`src/sv/bm25_pkg.sv`:
```
// ----------------------------------------------------------------------------
// bm25_pkg
// Shared types, widths and constants for the BM25 score accumulator.
// ----------------------------------------------------------------------------
`default_nettype none

package bm25_pkg;

  // field widths
  localparam int TF_W   = 16;
  localparam int DF_W   = 24;
  localparam int LEN_W  = 16;
  localparam int SCORE_W = 32;

  // default masking widths for the top level parameters
  localparam int TF_BITS_DEFAULT        = 16;
  localparam int DOC_COUNT_BITS_DEFAULT = 24;

  // configuration port
  localparam int CFG_IDX_W  = 8;
  localparam int CFG_DATA_W = 24;
  localparam int K1_W       = 16;
  localparam int BW_W       = 17;

  localparam logic [CFG_IDX_W-1:0] CFG_NUM_DOCS = 8'd0;
  localparam logic [CFG_IDX_W-1:0] CFG_AVG_LEN  = 8'd1;
  localparam logic [CFG_IDX_W-1:0] CFG_K1       = 8'd2;
  localparam logic [CFG_IDX_W-1:0] CFG_B_WEIGHT = 8'd3;

  // digit-serial multiplier: 8-bit digits of a 32-bit multiplier
  localparam int MUL_A_W    = 72;
  localparam int MUL_B_W    = 32;
  localparam int MUL_DIG_W  = 8;
  localparam int MUL_DIGITS = MUL_B_W / MUL_DIG_W;
  localparam int MUL_CNT_W  = $clog2(MUL_DIGITS);

  // bit-serial restoring divider
  localparam int DIV_W     = 49;
  localparam int DIVS_W    = 48;
  localparam int DIV_CNT_W = $clog2(DIV_W);

  // log2 unit
  localparam int MANT_W    = 31;
  localparam int EXP_W     = 5;
  localparam int FRAC_W    = 16;
  localparam int LOG_W     = EXP_W + FRAC_W;
  localparam int STEP_W    = $clog2(FRAC_W);

  localparam logic [MUL_B_W-1:0] LN2_Q16 = 32'd45426;

  typedef struct packed {
    logic [TF_W-1:0]  term_freq;
    logic [DF_W-1:0]  doc_freq;
    logic [LEN_W-1:0] doc_length;
    logic             last_term;
  } in_item_t;

  typedef struct packed {
    logic [SCORE_W-1:0] score;
    logic               saturated;
  } out_item_t;

  typedef enum logic [4:0] {
    ST_IDLE,
    ST_LOG_LOAD,
    ST_LOG_NORM,
    ST_LOG_SQ,
    ST_LOG_SQ_W,
    ST_LOG_END,
    ST_IDF,
    ST_IDF_W,
    ST_RATIO,
    ST_RATIO_W,
    ST_NORM,
    ST_NORM_W,
    ST_DEN,
    ST_DEN_W,
    ST_NUM,
    ST_NUM_W,
    ST_WDIV,
    ST_WDIV_W,
    ST_TERM,
    ST_TERM_W,
    ST_ACC
  } bm25_state_t;

endpackage

`default_nettype wire

```
`src/sv/bm25_dmul.sv`:
```
// ----------------------------------------------------------------------------
// bm25_dmul
// Digit-serial multiplier: one 8-bit digit of the multiplier per cycle.
// ----------------------------------------------------------------------------
`default_nettype none

module bm25_dmul import bm25_pkg::*; (
  input  wire logic               clk,
  input  wire logic               rst,
  input  wire logic               start,
  input  wire logic [MUL_A_W-1:0] a,
  input  wire logic [MUL_B_W-1:0] b,
  output logic                    done,
  output logic [MUL_A_W-1:0]      prod
);

  logic [MUL_A_W-1:0]   a_sh;
  logic [MUL_B_W-1:0]   b_sh;
  logic [MUL_A_W-1:0]   acc;
  logic [MUL_CNT_W-1:0] cnt;
  logic                 busy;

  // sequencing
  always_ff @(posedge clk) begin
    if (rst) begin
      busy <= 1'b0;
      done <= 1'b0;
      cnt  <= '0;
    end else begin
      done <= 1'b0;
      if (start) begin
        busy <= 1'b1;
        cnt  <= '0;
      end else if (busy) begin
        cnt <= cnt + 1'b1;
        if (cnt == MUL_CNT_W'(MUL_DIGITS - 1)) begin
          busy <= 1'b0;
          done <= 1'b1;
        end
      end
    end
  end

  // shift-and-accumulate, product taken modulo the accumulator width
  always_ff @(posedge clk) begin
    if (start) begin
      a_sh <= a;
      b_sh <= b;
      acc  <= '0;
    end else if (busy) begin
      acc  <= acc + MUL_A_W'(a_sh * b_sh[MUL_DIG_W-1:0]);
      a_sh <= a_sh << MUL_DIG_W;
      b_sh <= b_sh >> MUL_DIG_W;
    end
  end

  assign prod = acc;

endmodule

`default_nettype wire

```
`src/sv/bm25_sdiv.sv`:
```
// ----------------------------------------------------------------------------
// bm25_sdiv
// Bit-serial restoring divider: one quotient bit per cycle, msb first.
// ----------------------------------------------------------------------------
`default_nettype none

module bm25_sdiv import bm25_pkg::*; (
  input  wire logic              clk,
  input  wire logic              rst,
  input  wire logic              start,
  input  wire logic [DIV_W-1:0]  dividend,
  input  wire logic [DIVS_W-1:0] divisor,
  output logic                   done,
  output logic [DIV_W-1:0]       quot
);

  logic [DIV_W-1:0]     dvd;
  logic [DIVS_W-1:0]    dvs;
  logic [DIVS_W-1:0]    rem;
  logic [DIV_CNT_W-1:0] cnt;
  logic                 busy;
  logic [DIV_W-1:0]     trial;
  logic                 ge;

  // partial remainder with the next dividend bit shifted in
  assign trial = {rem, dvd[DIV_W-1]};
  assign ge    = (trial >= DIV_W'(dvs));

  always_ff @(posedge clk) begin
    if (rst) begin
      busy <= 1'b0;
      done <= 1'b0;
      cnt  <= '0;
    end else begin
      done <= 1'b0;
      if (start) begin
        busy <= 1'b1;
        cnt  <= '0;
      end else if (busy) begin
        cnt <= cnt + 1'b1;
        if (cnt == DIV_CNT_W'(DIV_W - 1)) begin
          busy <= 1'b0;
          done <= 1'b1;
        end
      end
    end
  end

  always_ff @(posedge clk) begin
    if (start) begin
      dvd  <= dividend;
      dvs  <= divisor;
      rem  <= '0;
      quot <= '0;
    end else if (busy) begin
      rem  <= ge ? DIVS_W'(trial - DIV_W'(dvs)) : trial[DIVS_W-1:0];
      quot <= {quot[DIV_W-2:0], ge};
      dvd  <= dvd << 1;
    end
  end

endmodule

`default_nettype wire

```
`src/sv/bm25_score_accumulator_core.sv`:
```
// ----------------------------------------------------------------------------
// bm25_score_accumulator_core
// Okapi BM25 term scoring with a saturating per-document running sum.
// ----------------------------------------------------------------------------
// One query term is taken at a time, and the next term is taken only after
// its score has been accumulated. The time is spent on two log2
// evaluations by 16 squaring steps each (on the shared 8-bit digit
// multiplier, plus normalizing shifts of 2N+2 and 2df+1, 11 to 59 shifts
// in all), two passes of the bit-serial divider for the length ratio and
// the term weight, and five more digit-serial multiplies.
// The input stalls while a term is in flight. A finished score sits in the
// output register, so the next term is accepted while it waits; only a
// second last-term result stalls until the first has been transferred.
// ----------------------------------------------------------------------------
`default_nettype none

module bm25_score_accumulator_core import bm25_pkg::*; #(
  parameter int TF_BITS        = TF_BITS_DEFAULT,
  parameter int DOC_COUNT_BITS = DOC_COUNT_BITS_DEFAULT
) (
  input  wire logic                  clk,
  input  wire logic                  rst,
  input  wire logic                  in_valid,
  output logic                       in_stall,
  input  wire in_item_t              in_item,
  output logic                       out_valid,
  input  wire logic                  out_stall,
  output out_item_t                  out_item,
  input  wire logic                  cfg_valid,
  output logic                       cfg_ready,
  input  wire logic [CFG_IDX_W-1:0]  cfg_index,
  input  wire logic [CFG_DATA_W-1:0] cfg_data
);

  localparam logic [TF_W-1:0] TF_MASK = TF_W'((64'd1 << TF_BITS) - 64'd1);
  localparam logic [DF_W-1:0] DC_MASK = DF_W'((64'd1 << DOC_COUNT_BITS) - 64'd1);

  bm25_state_t state, state_next;

  // configuration
  logic [DF_W-1:0] num_docs;
  logic [DF_W-1:0] avg_doc_length;
  logic [K1_W-1:0] k1;
  logic [BW_W-1:0] b_weight;

  // accumulator
  logic [SCORE_W-1:0] running_sum;
  logic               overflow_seen;

  // per-term working registers
  logic [TF_W-1:0]   tf;
  logic [DF_W-1:0]   df;
  logic [LEN_W-1:0]  len;
  logic              last;
  logic              log_sel;
  logic [MANT_W-1:0] mant;
  logic [EXP_W-1:0]  expo;
  logic [FRAC_W-1:0] frac;
  logic [STEP_W-1:0] step;
  logic [LOG_W-1:0]  la;
  logic [LOG_W-1:0]  idf;
  logic [39:0]       ratio;
  logic [41:0]       norm;
  logic [42:0]       den;
  logic [32:0]       num;
  logic [DIV_W-1:0]  weight;
  logic [53:0]       term;

  // shared units
  logic               mul_start, mul_done;
  logic [MUL_A_W-1:0] mul_a, mul_prod;
  logic [MUL_B_W-1:0] mul_b;
  logic               div_start, div_done;
  logic [DIV_W-1:0]   div_dvd, div_quot;
  logic [DIVS_W-1:0]  div_dvs;

  // derived values
  logic [DF_W-1:0]    n_eff;
  logic [DF_W-1:0]    df_in;
  logic [DF_W-1:0]    avg_eff;
  logic [BW_W-1:0]    b_eff;
  logic [25:0]        log_arg;
  logic [31:0]        sq;
  logic [LOG_W-1:0]   lc;
  logic [LOG_W-1:0]   diff;
  logic [58:0]        norm_sum;
  logic [54:0]        sum_full;
  logic               sum_sat;
  logic [SCORE_W-1:0] sum_clip;
  logic               ovf_new;
  logic               finish;

  assign n_eff   = num_docs & DC_MASK;
  assign df_in   = in_item.doc_freq & DC_MASK;
  assign avg_eff = (avg_doc_length == '0) ? DF_W'(1) : avg_doc_length;
  assign b_eff   = (b_weight > BW_W'(17'h10000)) ? BW_W'(17'h10000) : b_weight;
  assign log_arg = log_sel ? 26'({df, 1'b1}) : (26'({n_eff, 1'b0}) + 26'd2);
  assign sq      = mul_prod[61:30];
  assign lc      = {expo, frac};
  assign diff    = (la > lc) ? (la - lc) : '0;
  assign norm_sum = 59'({(BW_W'(17'h10000) - b_eff), 16'h0000}) + 59'(mul_prod[55:0]);
  assign sum_full = 55'(running_sum) + 55'(term);
  assign sum_sat  = |sum_full[54:32];
  assign sum_clip = sum_sat ? '1 : sum_full[31:0];
  assign ovf_new  = overflow_seen | sum_sat;
  assign finish   = (state == ST_ACC) && (state_next == ST_IDLE);

  assign in_stall  = (state != ST_IDLE);
  assign cfg_ready = 1'b1;

  bm25_dmul u_mul (
    .clk   (clk),
    .rst   (rst),
    .start (mul_start),
    .a     (mul_a),
    .b     (mul_b),
    .done  (mul_done),
    .prod  (mul_prod)
  );

  bm25_sdiv u_div (
    .clk      (clk),
    .rst      (rst),
    .start    (div_start),
    .dividend (div_dvd),
    .divisor  (div_dvs),
    .done     (div_done),
    .quot     (div_quot)
  );

  // state register
  always_ff @(posedge clk) begin
    if (rst) begin
      state <= ST_IDLE;
    end else begin
      state <= state_next;
    end
  end

  // next state and unit launches
  always_comb begin
    state_next = state;
    mul_start  = 1'b0;
    mul_a      = '0;
    mul_b      = '0;
    div_start  = 1'b0;
    div_dvd    = '0;
    div_dvs    = '0;
    case (state)
      ST_IDLE: begin
        if (in_valid) state_next = ST_LOG_LOAD;
      end
      ST_LOG_LOAD: state_next = ST_LOG_NORM;
      ST_LOG_NORM: begin
        if (mant[MANT_W-1]) state_next = ST_LOG_SQ;
      end
      ST_LOG_SQ: begin
        mul_start  = 1'b1;
        mul_a      = MUL_A_W'(mant);
        mul_b      = MUL_B_W'(mant);
        state_next = ST_LOG_SQ_W;
      end
      ST_LOG_SQ_W: begin
        if (mul_done) begin
          state_next = (step == STEP_W'(FRAC_W - 1)) ? ST_LOG_END : ST_LOG_SQ;
        end
      end
      ST_LOG_END: state_next = log_sel ? ST_IDF : ST_LOG_LOAD;
      ST_IDF: begin
        mul_start  = 1'b1;
        mul_a      = MUL_A_W'(diff);
        mul_b      = LN2_Q16;
        state_next = ST_IDF_W;
      end
      ST_IDF_W: begin
        if (mul_done) state_next = ST_RATIO;
      end
      ST_RATIO: begin
        div_start  = 1'b1;
        div_dvd    = DIV_W'({len, 24'h000000});
        div_dvs    = DIVS_W'(avg_eff);
        state_next = ST_RATIO_W;
      end
      ST_RATIO_W: begin
        if (div_done) state_next = ST_NORM;
      end
      ST_NORM: begin
        mul_start  = 1'b1;
        mul_a      = MUL_A_W'(ratio);
        mul_b      = MUL_B_W'(b_eff);
        state_next = ST_NORM_W;
      end
      ST_NORM_W: begin
        if (mul_done) state_next = ST_DEN;
      end
      ST_DEN: begin
        mul_start  = 1'b1;
        mul_a      = MUL_A_W'(norm);
        mul_b      = MUL_B_W'(k1);
        state_next = ST_DEN_W;
      end
      ST_DEN_W: begin
        if (mul_done) state_next = ST_NUM;
      end
      ST_NUM: begin
        mul_start  = 1'b1;
        mul_a      = MUL_A_W'(k1) + MUL_A_W'(4096);
        mul_b      = MUL_B_W'(tf);
        state_next = ST_NUM_W;
      end
      ST_NUM_W: begin
        if (mul_done) state_next = ST_WDIV;
      end
      ST_WDIV: begin
        div_start  = 1'b1;
        div_dvd    = {num, 16'h0000};
        div_dvs    = DIVS_W'(den);
        state_next = ST_WDIV_W;
      end
      ST_WDIV_W: begin
        if (div_done) state_next = ST_TERM;
      end
      ST_TERM: begin
        mul_start  = 1'b1;
        mul_a      = MUL_A_W'(weight);
        mul_b      = MUL_B_W'(idf);
        state_next = ST_TERM_W;
      end
      ST_TERM_W: begin
        if (mul_done) state_next = ST_ACC;
      end
      ST_ACC: begin
        // a second result waits until the first one is transferred
        if (!(last && out_valid && out_stall)) state_next = ST_IDLE;
      end
      default: state_next = ST_IDLE;
    endcase
  end

  // per-term datapath
  always_ff @(posedge clk) begin
    case (state)
      ST_IDLE: begin
        if (in_valid) begin
          tf      <= in_item.term_freq & TF_MASK;
          df      <= (df_in > n_eff) ? n_eff : df_in;
          len     <= in_item.doc_length;
          last    <= in_item.last_term;
          log_sel <= 1'b0;
        end
      end
      ST_LOG_LOAD: begin
        mant <= MANT_W'(log_arg);
        expo <= EXP_W'(MANT_W - 1);
        frac <= '0;
        step <= '0;
      end
      ST_LOG_NORM: begin
        if (!mant[MANT_W-1]) begin
          mant <= mant << 1;
          expo <= expo - 1'b1;
        end
      end
      ST_LOG_SQ_W: begin
        // square, renormalize into [1,2) and emit one fraction bit
        if (mul_done) begin
          if (sq[31]) begin
            mant <= sq[31:1];
            frac <= {frac[FRAC_W-2:0], 1'b1};
          end else begin
            mant <= sq[30:0];
            frac <= {frac[FRAC_W-2:0], 1'b0};
          end
          step <= step + 1'b1;
        end
      end
      ST_LOG_END: begin
        if (!log_sel) begin
          la      <= {expo, frac};
          log_sel <= 1'b1;
        end
      end
      ST_IDF_W: begin
        if (mul_done) idf <= mul_prod[36:16];
      end
      ST_RATIO_W: begin
        if (div_done) ratio <= div_quot[39:0];
      end
      ST_NORM_W: begin
        if (mul_done) norm <= norm_sum[57:16];
      end
      ST_DEN_W: begin
        if (mul_done) den <= 43'({tf, 12'h000}) + 43'(mul_prod[57:16]);
      end
      ST_NUM_W: begin
        if (mul_done) num <= mul_prod[32:0];
      end
      ST_WDIV_W: begin
        // zero denominator gives zero weight
        if (div_done) weight <= (den == '0) ? '0 : div_quot;
      end
      ST_TERM_W: begin
        if (mul_done) term <= mul_prod[69:16];
      end
      default: ;
    endcase
  end

  // configuration, accumulator and output valid
  always_ff @(posedge clk) begin
    if (rst) begin
      num_docs       <= DF_W'(1);
      avg_doc_length <= DF_W'(256);
      k1             <= K1_W'(4915);
      b_weight       <= BW_W'(49152);
      running_sum    <= '0;
      overflow_seen  <= 1'b0;
      out_valid      <= 1'b0;
    end else begin
      if (cfg_valid && cfg_ready) begin
        case (cfg_index)
          CFG_NUM_DOCS: num_docs       <= cfg_data;
          CFG_AVG_LEN:  avg_doc_length <= cfg_data;
          CFG_K1:       k1             <= cfg_data[K1_W-1:0];
          CFG_B_WEIGHT: b_weight       <= cfg_data[BW_W-1:0];
          default: ;
        endcase
      end
      if (out_valid && !out_stall) out_valid <= 1'b0;
      if (finish) begin
        if (last) begin
          out_valid     <= 1'b1;
          running_sum   <= '0;
          overflow_seen <= 1'b0;
        end else begin
          running_sum   <= sum_clip;
          overflow_seen <= ovf_new;
        end
      end
    end
  end

  // result register
  always_ff @(posedge clk) begin
    if (finish && last) begin
      out_item.score     <= sum_clip;
      out_item.saturated <= ovf_new;
    end
  end

  // squaring always starts from a normalized mantissa
  assert property (@(posedge clk) disable iff (rst)
    (state == ST_LOG_SQ) |-> mant[MANT_W-1])
    else $error("log mantissa not normalized at squaring step");

  // divider only finishes while the sequencer waits for it
  assert property (@(posedge clk) disable iff (rst)
    div_done |-> (state == ST_RATIO_W || state == ST_WDIV_W))
    else $error("divider done outside a divide wait state");

  // multiplier only finishes while the sequencer waits for it
  assert property (@(posedge clk) disable iff (rst)
    mul_done |-> (state == ST_LOG_SQ_W || state == ST_IDF_W || state == ST_NORM_W ||
                  state == ST_DEN_W || state == ST_NUM_W || state == ST_TERM_W))
    else $error("multiplier done outside a multiply wait state");

  // a result only appears at the end of a last term
  assert property (@(posedge clk) disable iff (rst)
    $rose(out_valid) |-> ($past(state) == ST_ACC && $past(last)))
    else $error("result raised outside the accumulate step of a last term");

endmodule

`default_nettype wire
```
`config.mk`:
```
export PLATFORM = sky130hd
export DESIGN_NAME = bm25_score_accumulator_core
export DESIGN_NICKNAME = d
export VERILOG_FILES = /design/src/sv/bm25_pkg.sv /design/src/sv/bm25_dmul.sv /design/src/sv/bm25_sdiv.sv /design/src/sv/bm25_score_accumulator_core.sv
export SDC_FILE = /design/constraint.sdc
export NUM_CORES = 2
export LEC_CHECK = 0
export ABC_AREA = 1
export BUFFER_PORTS_ARGS = -buffer_cell sky130_fd_sc_hd__buf_2
export CAP_MARGIN = 20
export CELL_PAD_IN_SITES_DETAIL_PLACEMENT = 1
export CELL_PAD_IN_SITES_GLOBAL_PLACEMENT = 2
export CORE_UTILIZATION = 43
export CTS_CLUSTER_SIZE = 10
export DETAILED_ROUTE_END_ITERATION = 6
export PLACE_DENSITY_LB_ADDON = 0.1
export SYNTH_ARGS = -nofsm -noshare
export SYNTH_HDL_FRONTEND = slang
export SYNTH_SLANG_ARGS = --single-unit
```
`constraint.sdc`:
```
create_clock -name clk -period 10.13 [get_ports clk]
set_input_delay 1.5195 -clock clk [delete_from_list [all_inputs] [get_ports clk]]
set_output_delay 1.5195 -clock clk [all_outputs]
set_load 0.02 [all_outputs]
```
---- Yosys cells after proc, flatten, opt, wreduce, memory -nomap -nowiden ----
Index checks and enable logic that the tools add are counted.
operators by class
  $add $sub $neg .......................... 13
  multiply operators ...................... 1
  magnitude comparators ................... 4
  equality and inequality tests ........... 29
  muxes and demuxes ....................... 59
  bitwise logic cells ..................... 4
  reduce and logical (&&, ||, !) cells .... 43
operators with widths
  cell                                                                    count
  49-bit case mux with 6 select lines                                     1
  31-bit case mux with 6 select lines                                     1
  72-bit 2-to-1 mux                                                       2
  32-bit 2-to-1 mux                                                       4
  5-bit case mux with 21 select lines                                     1
  49-bit 2-to-1 mux                                                       2
  49-bit case mux with 2 select lines                                     1
  31-bit 2-to-1 mux                                                       3
  31-bit case mux with 3 select lines                                     1
  43-bit case mux with 2 select lines                                     1
  72-bit adder                                                            1
  72-bit by 8-bit multiplier with 72-bit output                           1
  5-bit 2-to-1 mux                                                        12
  33-bit by 56-bit adder with 57-bit output                               1
  32-bit by 54-bit adder with 55-bit output                               1
  49-bit by 48-bit greater-or-equal comparator with 1-bit output          1
  24-bit 2-to-1 mux                                                       2
  48-bit 2-to-1 mux                                                       1
  48-bit subtractor                                                       1
  28-bit by 42-bit adder with 43-bit output                               1
  43-bit logical NOT                                                      1
  5-bit by 4-bit equality test with 1-bit output (second input constant)  8
  2-bit AND reduction                                                     17
  16-bit case mux with 2 select lines                                     1
  other kinds (47)                                                        87
storage, ports and cells
  bits in registers ....................... 952
  input port bits ......................... 94
  output and inout port bits .............. 36
  word-level logic and storage cells ...... 194

---- Logic depth before layout (Yosys ltp) ----
  depth after elaboration ................. 7
  depth in mapped cells ................... 32

---- Hierarchy ----
Synthesis repeated with hierarchy kept, for this count alone.
unflattened totals
  cells, all modules ...................... 9495
  area, all modules ....................... 72186.7 µm²
by module, submodules not included
  module                       instances  cells each  area each (µm²)
  bm25_score_accumulator_core  1          3580        31268.7
  bm25_dmul                    1          4161        28924.0
  bm25_sdiv                    1          1754        11994.0

---- Worst setup path before layout ----
OpenSTA, ideal clock, no wires.
  path kind ............................... flip-flop to flip-flop
  start point ............................. reg state[4]
  end point ............................... reg state[2]
  arrival time ............................ 5.146 ns
  path slack .............................. 4.927 ns
  stages on the path, launching flop included .. 10
  buffers on the path ..................... 1
  clock period less this slack ............ 5.203 ns
  cell sequence ........................... dfxtp_1 -> buf_2 -> inv_1 -> nor2_2 -> inv_1 -> nor3_1 -> nor3_1 -> nand4_1 -> nand2_1 -> inv_1
on the way
  cells in the longest elaborated chain, start to end .. 2
  elaborated cells between the ends (all ways) .. 22
  classes of those cells .................. eq/ne (20); mux (1); reduce/logical (1)
ends and longest elaborated chain
  item                                         line                                RTL
  from (decl)                                  bm25_score_accumulator_core.sv:38   bm25_state_t state, state_next;
  from (signal assigned)                       bm25_score_accumulator_core.sv:136  state <= state_next;
  5-bit equality test (tied with other cells)  bm25_score_accumulator_core.sv:149  case (state)
  5-bit case mux with 21 select lines *        bm25_score_accumulator_core.sv:149
Every way passes the cells marked *; elsewhere a longest branch is shown, timed or not.
A chain may end at the register's enable or synchronous reset.

---- Worst setup path after layout ----
  start point ............................. reg u_mul.b_sh[1]
  end point ............................... reg u_mul.acc[39] (netlist: u_mul.prod[39])
on the way
  cells in the longest elaborated chain, start to end .. 2
ends and longest elaborated chain
  item                                           line             RTL
  from (decl)                                    bm25_dmul.sv:18  logic [MUL_B_W-1:0] b_sh;
  from (signal assigned)                         bm25_dmul.sv:53  b_sh <= b_sh >> MUL_DIG_W;
  72-bit by 8-bit multiplier with 72-bit output  bm25_dmul.sv:51  acc <= acc + MUL_A_W'(a_sh * b_sh[MUL_DIG_W-1:0]);
  72-bit adder                                   bm25_dmul.sv:51
  to (signal assigned)                           bm25_dmul.sv:51
  to (decl)                                      bm25_dmul.sv:19  logic [MUL_A_W-1:0] acc;
No other way between the ends.

==> results.json <==
{
  "fin_crit_sh_pct": 68.86,
  "min-delay-start": "u_div.quot[18]",
  "numCtsBuffers": 114,
  "wl_per_cell_um": 24.65,
  "dp_slack_ns": 3.288,
  "cp_slowest_cell": "buf_4",
  "outcome": "complete, no violations",
  "holdWs_ns": 0.4247,
  "synth.distinct_cells": 64,
  "hp-class": "reg2reg",
  "track_usage_pct": 32.55,
  "drt_wl_total_mm": 252.6,
  "synth_top_family_by_area": "adder cells",
  "grt_first_pass_wirelength_mm": 378.5,
  "final-hold-violation-count": 0,
  "synth-seq-cells": 925,
  "use_met3_pct": 5.021,
  "syn_nets": 8863,
  "r2r_end": "u_mul.prod[39]",
  "gr-total-overflow": 0,
  "max_stage_delay_ns": 0.71,
  "critPathArrivalTime_ns": 7.67,
  "seqPwrFrac_pct": 22.5,
  "gp_congestion": 0.9462,
  "worstPathRequired_ns": 10.82,
  "switching_share_pct": 50.29,
  "cap_violations": 0,
  "ys_warn_count": 0,
  "clock_power_share_pct": 18.8,
  "rsz0062_at_grt": "false",
  "setup_viol": 0,
  "total_power_mw": 21.25,
  "synth_top_area_cell": "edfxtp_1",
  "maxSlewHeadroom_pct": 27.52,
  "synthTopCellsByArea": "edfxtp_1 (28%), fa_1 (14%), nand2_1 (9.9%), inv_1 (9.6%), dfxtp_1 (9.0%)",
  "crit_path_max_fanout": 69,
  "critPathCaptureType": "flop",
  "hold_path_end": "ratio[18]",
  "met2_usage_pct": 51.00,
  "muxShareOfSynthArea_pct": 0,
  "tightest_slew_ns": 1.084,
  "cts_resized": 0,
  "postSynthAreaPerCell_sq_um": 8.200,
  "vdd_drop_max_mv": 0.2444,
  "fp.dieArea_sq_mm": 0.1555,
  "area_delta_synth_final_pct": 9.819,
  "crit_top_cell": "inv_1",
  "hold_buffers": 0,
  "ff_latch_area_sq_mm": 0.02479,
  "h-tree-depth": 3,
  "drt.antenna.violating_nets": 0,
  "synth-simple-area-share_pct": 18.18,
  "root_buffer": "clkbuf_16",
  "ys_seq_area_share_pct": 37.44,
  "num_rows": 143,
  "grt_max_degree": 89,
  "layout_setup_ws_ns": 3.154,
  "p_int_mw": 10.56,
  "period_needed_ns": 6.976,
  "drt-initial-drc-count": 4341,
  "n_fill_cell": 18331,
  "tns_ns": 0,
  "multi_input_area_sq_mm": 0.03388,
  "dieWidth_um": 394.3,
  "synth_compound_area_share_pct": 11.38,
  "path_clk_slew_ns": 0.06,
  "finalCoreUtilization_pct": 47.68,
  "gr-usage-met1_pct": 44.78,
  "dr.pass1.iters": 5,
  "reg2reg_from": "u_mul.b_sh[1]",
  "vias": 55885,
  "fin_nets": 8898,
  "ys_dominant_reg_cell": "edfxtp_1",
  "power_density_mw_per_mm2": 292.3,
  "rrSetupSlack_ns": 3.15,
  "fp.dieH_um": 394.3,
  "crit_chain": "buf_4 -> nand2_1 -> fa_1 -> inv_1 -> ha_1 -> ha_1 -> inv_1 -> fa_1 -> inv_1 -> ha_1 -> inv_1 -> fa_1 -> inv_1 -> nand3_1 -> nand2_1 -> a21oi_1 -> o21ai_0 -> a21oi_1 -> nor3_1 -> nor3_1 -> o21ai_0 -> o211ai_1 -> inv_1",
  "io_buffers": 128,
  "fmax_ghz": 0.1434,
  "num_io_pins": 130,
  "start_util_pct": 43.42,
  "clock_sinks": 925,
  "synthArstFlopShare_pct": 0,
  "drc": 0,
  "crit_type": "reg2reg",
  "startpoint_type": "flop",
  "p_comb_share_pct": 58.8,
  "holdPathStages": 0,
  "cpLargestDelayFamily": "adder cells",
  "antenna_found_initial": 23,
  "vias_per_cell": 5.454,
  "synth_edf_count": 626,
  "synthCells": 8072,
  "synthAdderAreaFrac_pct": 18.36,
  "synth-xor-area-share_pct": 3.030,
  "core_region_area_sq_mm": 0.1524,
  "busiest_layer": "met2",
  "p_sw_mw": 10.68,
  "grt_pass1_vias": 58680,
  "cts_tree": "built",
  "slew_violations": 0,
  "synth_top_area_share_pct": 28.40,
  "clk_latency_ns": 0.77,
  "drive_gt1_share_pct": 6.190,
  "r2r_cells": 23,
  "dpl.hpwl_mm": 195.6,
  "ctsLongestPathBuffers": 3,
  "crit_buf_inv": 7,
  "post_cts.repair.setup_buffers": 0,
  "fin_skew_ns": 0.03125,
  "syn-cell-area_sq_mm": 0.06619,
  "p_leak_nw": 34.53
}
==> cells in the mapped netlist (all sizes together) (42+ instances only) <==
cell	count
xnor2	92
fa	457
dfxtp	299
inv	1708
nor4	42
nor2	623
xor2	137
nand4	110
ha	240
edfxtp	626
buf	55
clkbuf	252
nor3	73
o21ai	460
nand3	249
nand2	1744
o22ai	65
a21oi	510
==> power groups by stage <==
stage	clock [mW]	sequential [mW]	combinational, mW
after floorplan	0	4.67	7.86
after global placement	0	4.83	12.1
after detailed placement	0	4.84	12.2
after CTS	4.05	4.77	12.4
after global routing	4.18	4.79	13.7
final	3.99	4.77	12.5
==> how the worst max path moves through the flow <==
stage | from | to | slack (ns) | cells past startpoint
floorplan | state[4] | state[2] | 4.93 | 9
global placement | u_mul.b_sh[1] | u_mul.prod[43] | 2.98 | 24
detailed placement | u_mul.b_sh[1] | u_mul.prod[39] | 3.29 | 23
CTS | u_mul.b_sh[1] | u_mul.prod[39] | 3.22 | 23
global route | u_mul.b_sh[1] | u_mul.prod[39] | 3.00 | 23
finish | u_mul.b_sh[1] | u_mul.prod[39] | 3.15 | 23
==> metal layers <==
layer	share of wire [%]	up-vias	wire length, um
met5	0.022	-	55
met4	4.6	10	11710
met3	6.2	441	15690
met2	45	1649	112800
met1	44	28062	112400
li1	-	25723	-
==> cells by family after synthesis <==
kind of cell	after synthesis
xor+xnor	229
simple gates	2881
buf+inv	2024
flops	925
fa+ha+maj	697
other cells	1
compound gates	1315
==> layout make-up <==
type	count	area share (%)
flip-flops and latches	925	34.10
repair buffers	226	1.969
clock inverters	26	0.4407
clock buffers	190	4.482
inverters	1717	8.872
well taps	2030	3.494
multi-input cells	5123	46.61
diodes	9	0.03098
==> layout by cell type, fill, tap and decap left out, drive strengths merged, types with 6 or more instances in the layout <==
master | netlist | layout
a211oi | 8 | 8
a21boi | 10 | 10
a21o | 31 | 31
a21oi | 510 | 510
a221oi | 41 | 41
a22o | 21 | 21
a22oi | 7 | 7
a31oi | 32 | 32
a32o | 19 | 19
and3 | 9 | 9
buf | 55 | 226
clkbuf | 252 | 190
clkinv | 9 | 28
dfxtp | 299 | 299
diode | 0 | 9
edfxtp | 626 | 626
fa | 457 | 457
ha | 240 | 240
inv | 1708 | 1709
nand2 | 1744 | 1744
nand3 | 249 | 249
nand3b | 6 | 6
nand4 | 110 | 110
nor2 | 623 | 623
nor3 | 73 | 73
nor4 | 42 | 42
o2111ai | 8 | 8
o211ai | 37 | 37
o21a | 17 | 17
o21ai | 460 | 460
o21bai | 16 | 16
o221ai | 9 | 9
o22ai | 65 | 65
o311ai | 7 | 7
o31ai | 9 | 9
or2 | 14 | 14
xnor2 | 92 | 92
xor2 | 137 | 137
==> stage by stage <==
step	area, sq um	std cells
6_report	72690	10246
3_3_place_gp	68980	10015
2_1_floorplan	66190	8072
3_5_place_dp	69020	10018
5_1_grt	72670	10240
4_1_cts	72600	10234
==> state kept, by name (all words and copies together) (netlist names), 17 cells and up <==
register / flops
out_item: 33
u_div.rem: 48
idf: 21
running_sum: 32
term: 54
den: 43
df: 24
u_mul.a_sh: 70
mant: 31
u_div.dvd: 33
weight: 49
la: 21
u_div.quot: 49
u_div.dvs: 43
u_mul.b_sh: 31
b_weight: 17
norm: 41
avg_doc_length: 24
u_mul.prod: 70
ratio: 40
num: 33
n_eff: 24
Note: power is estimated with default switching activity, not from simulation.
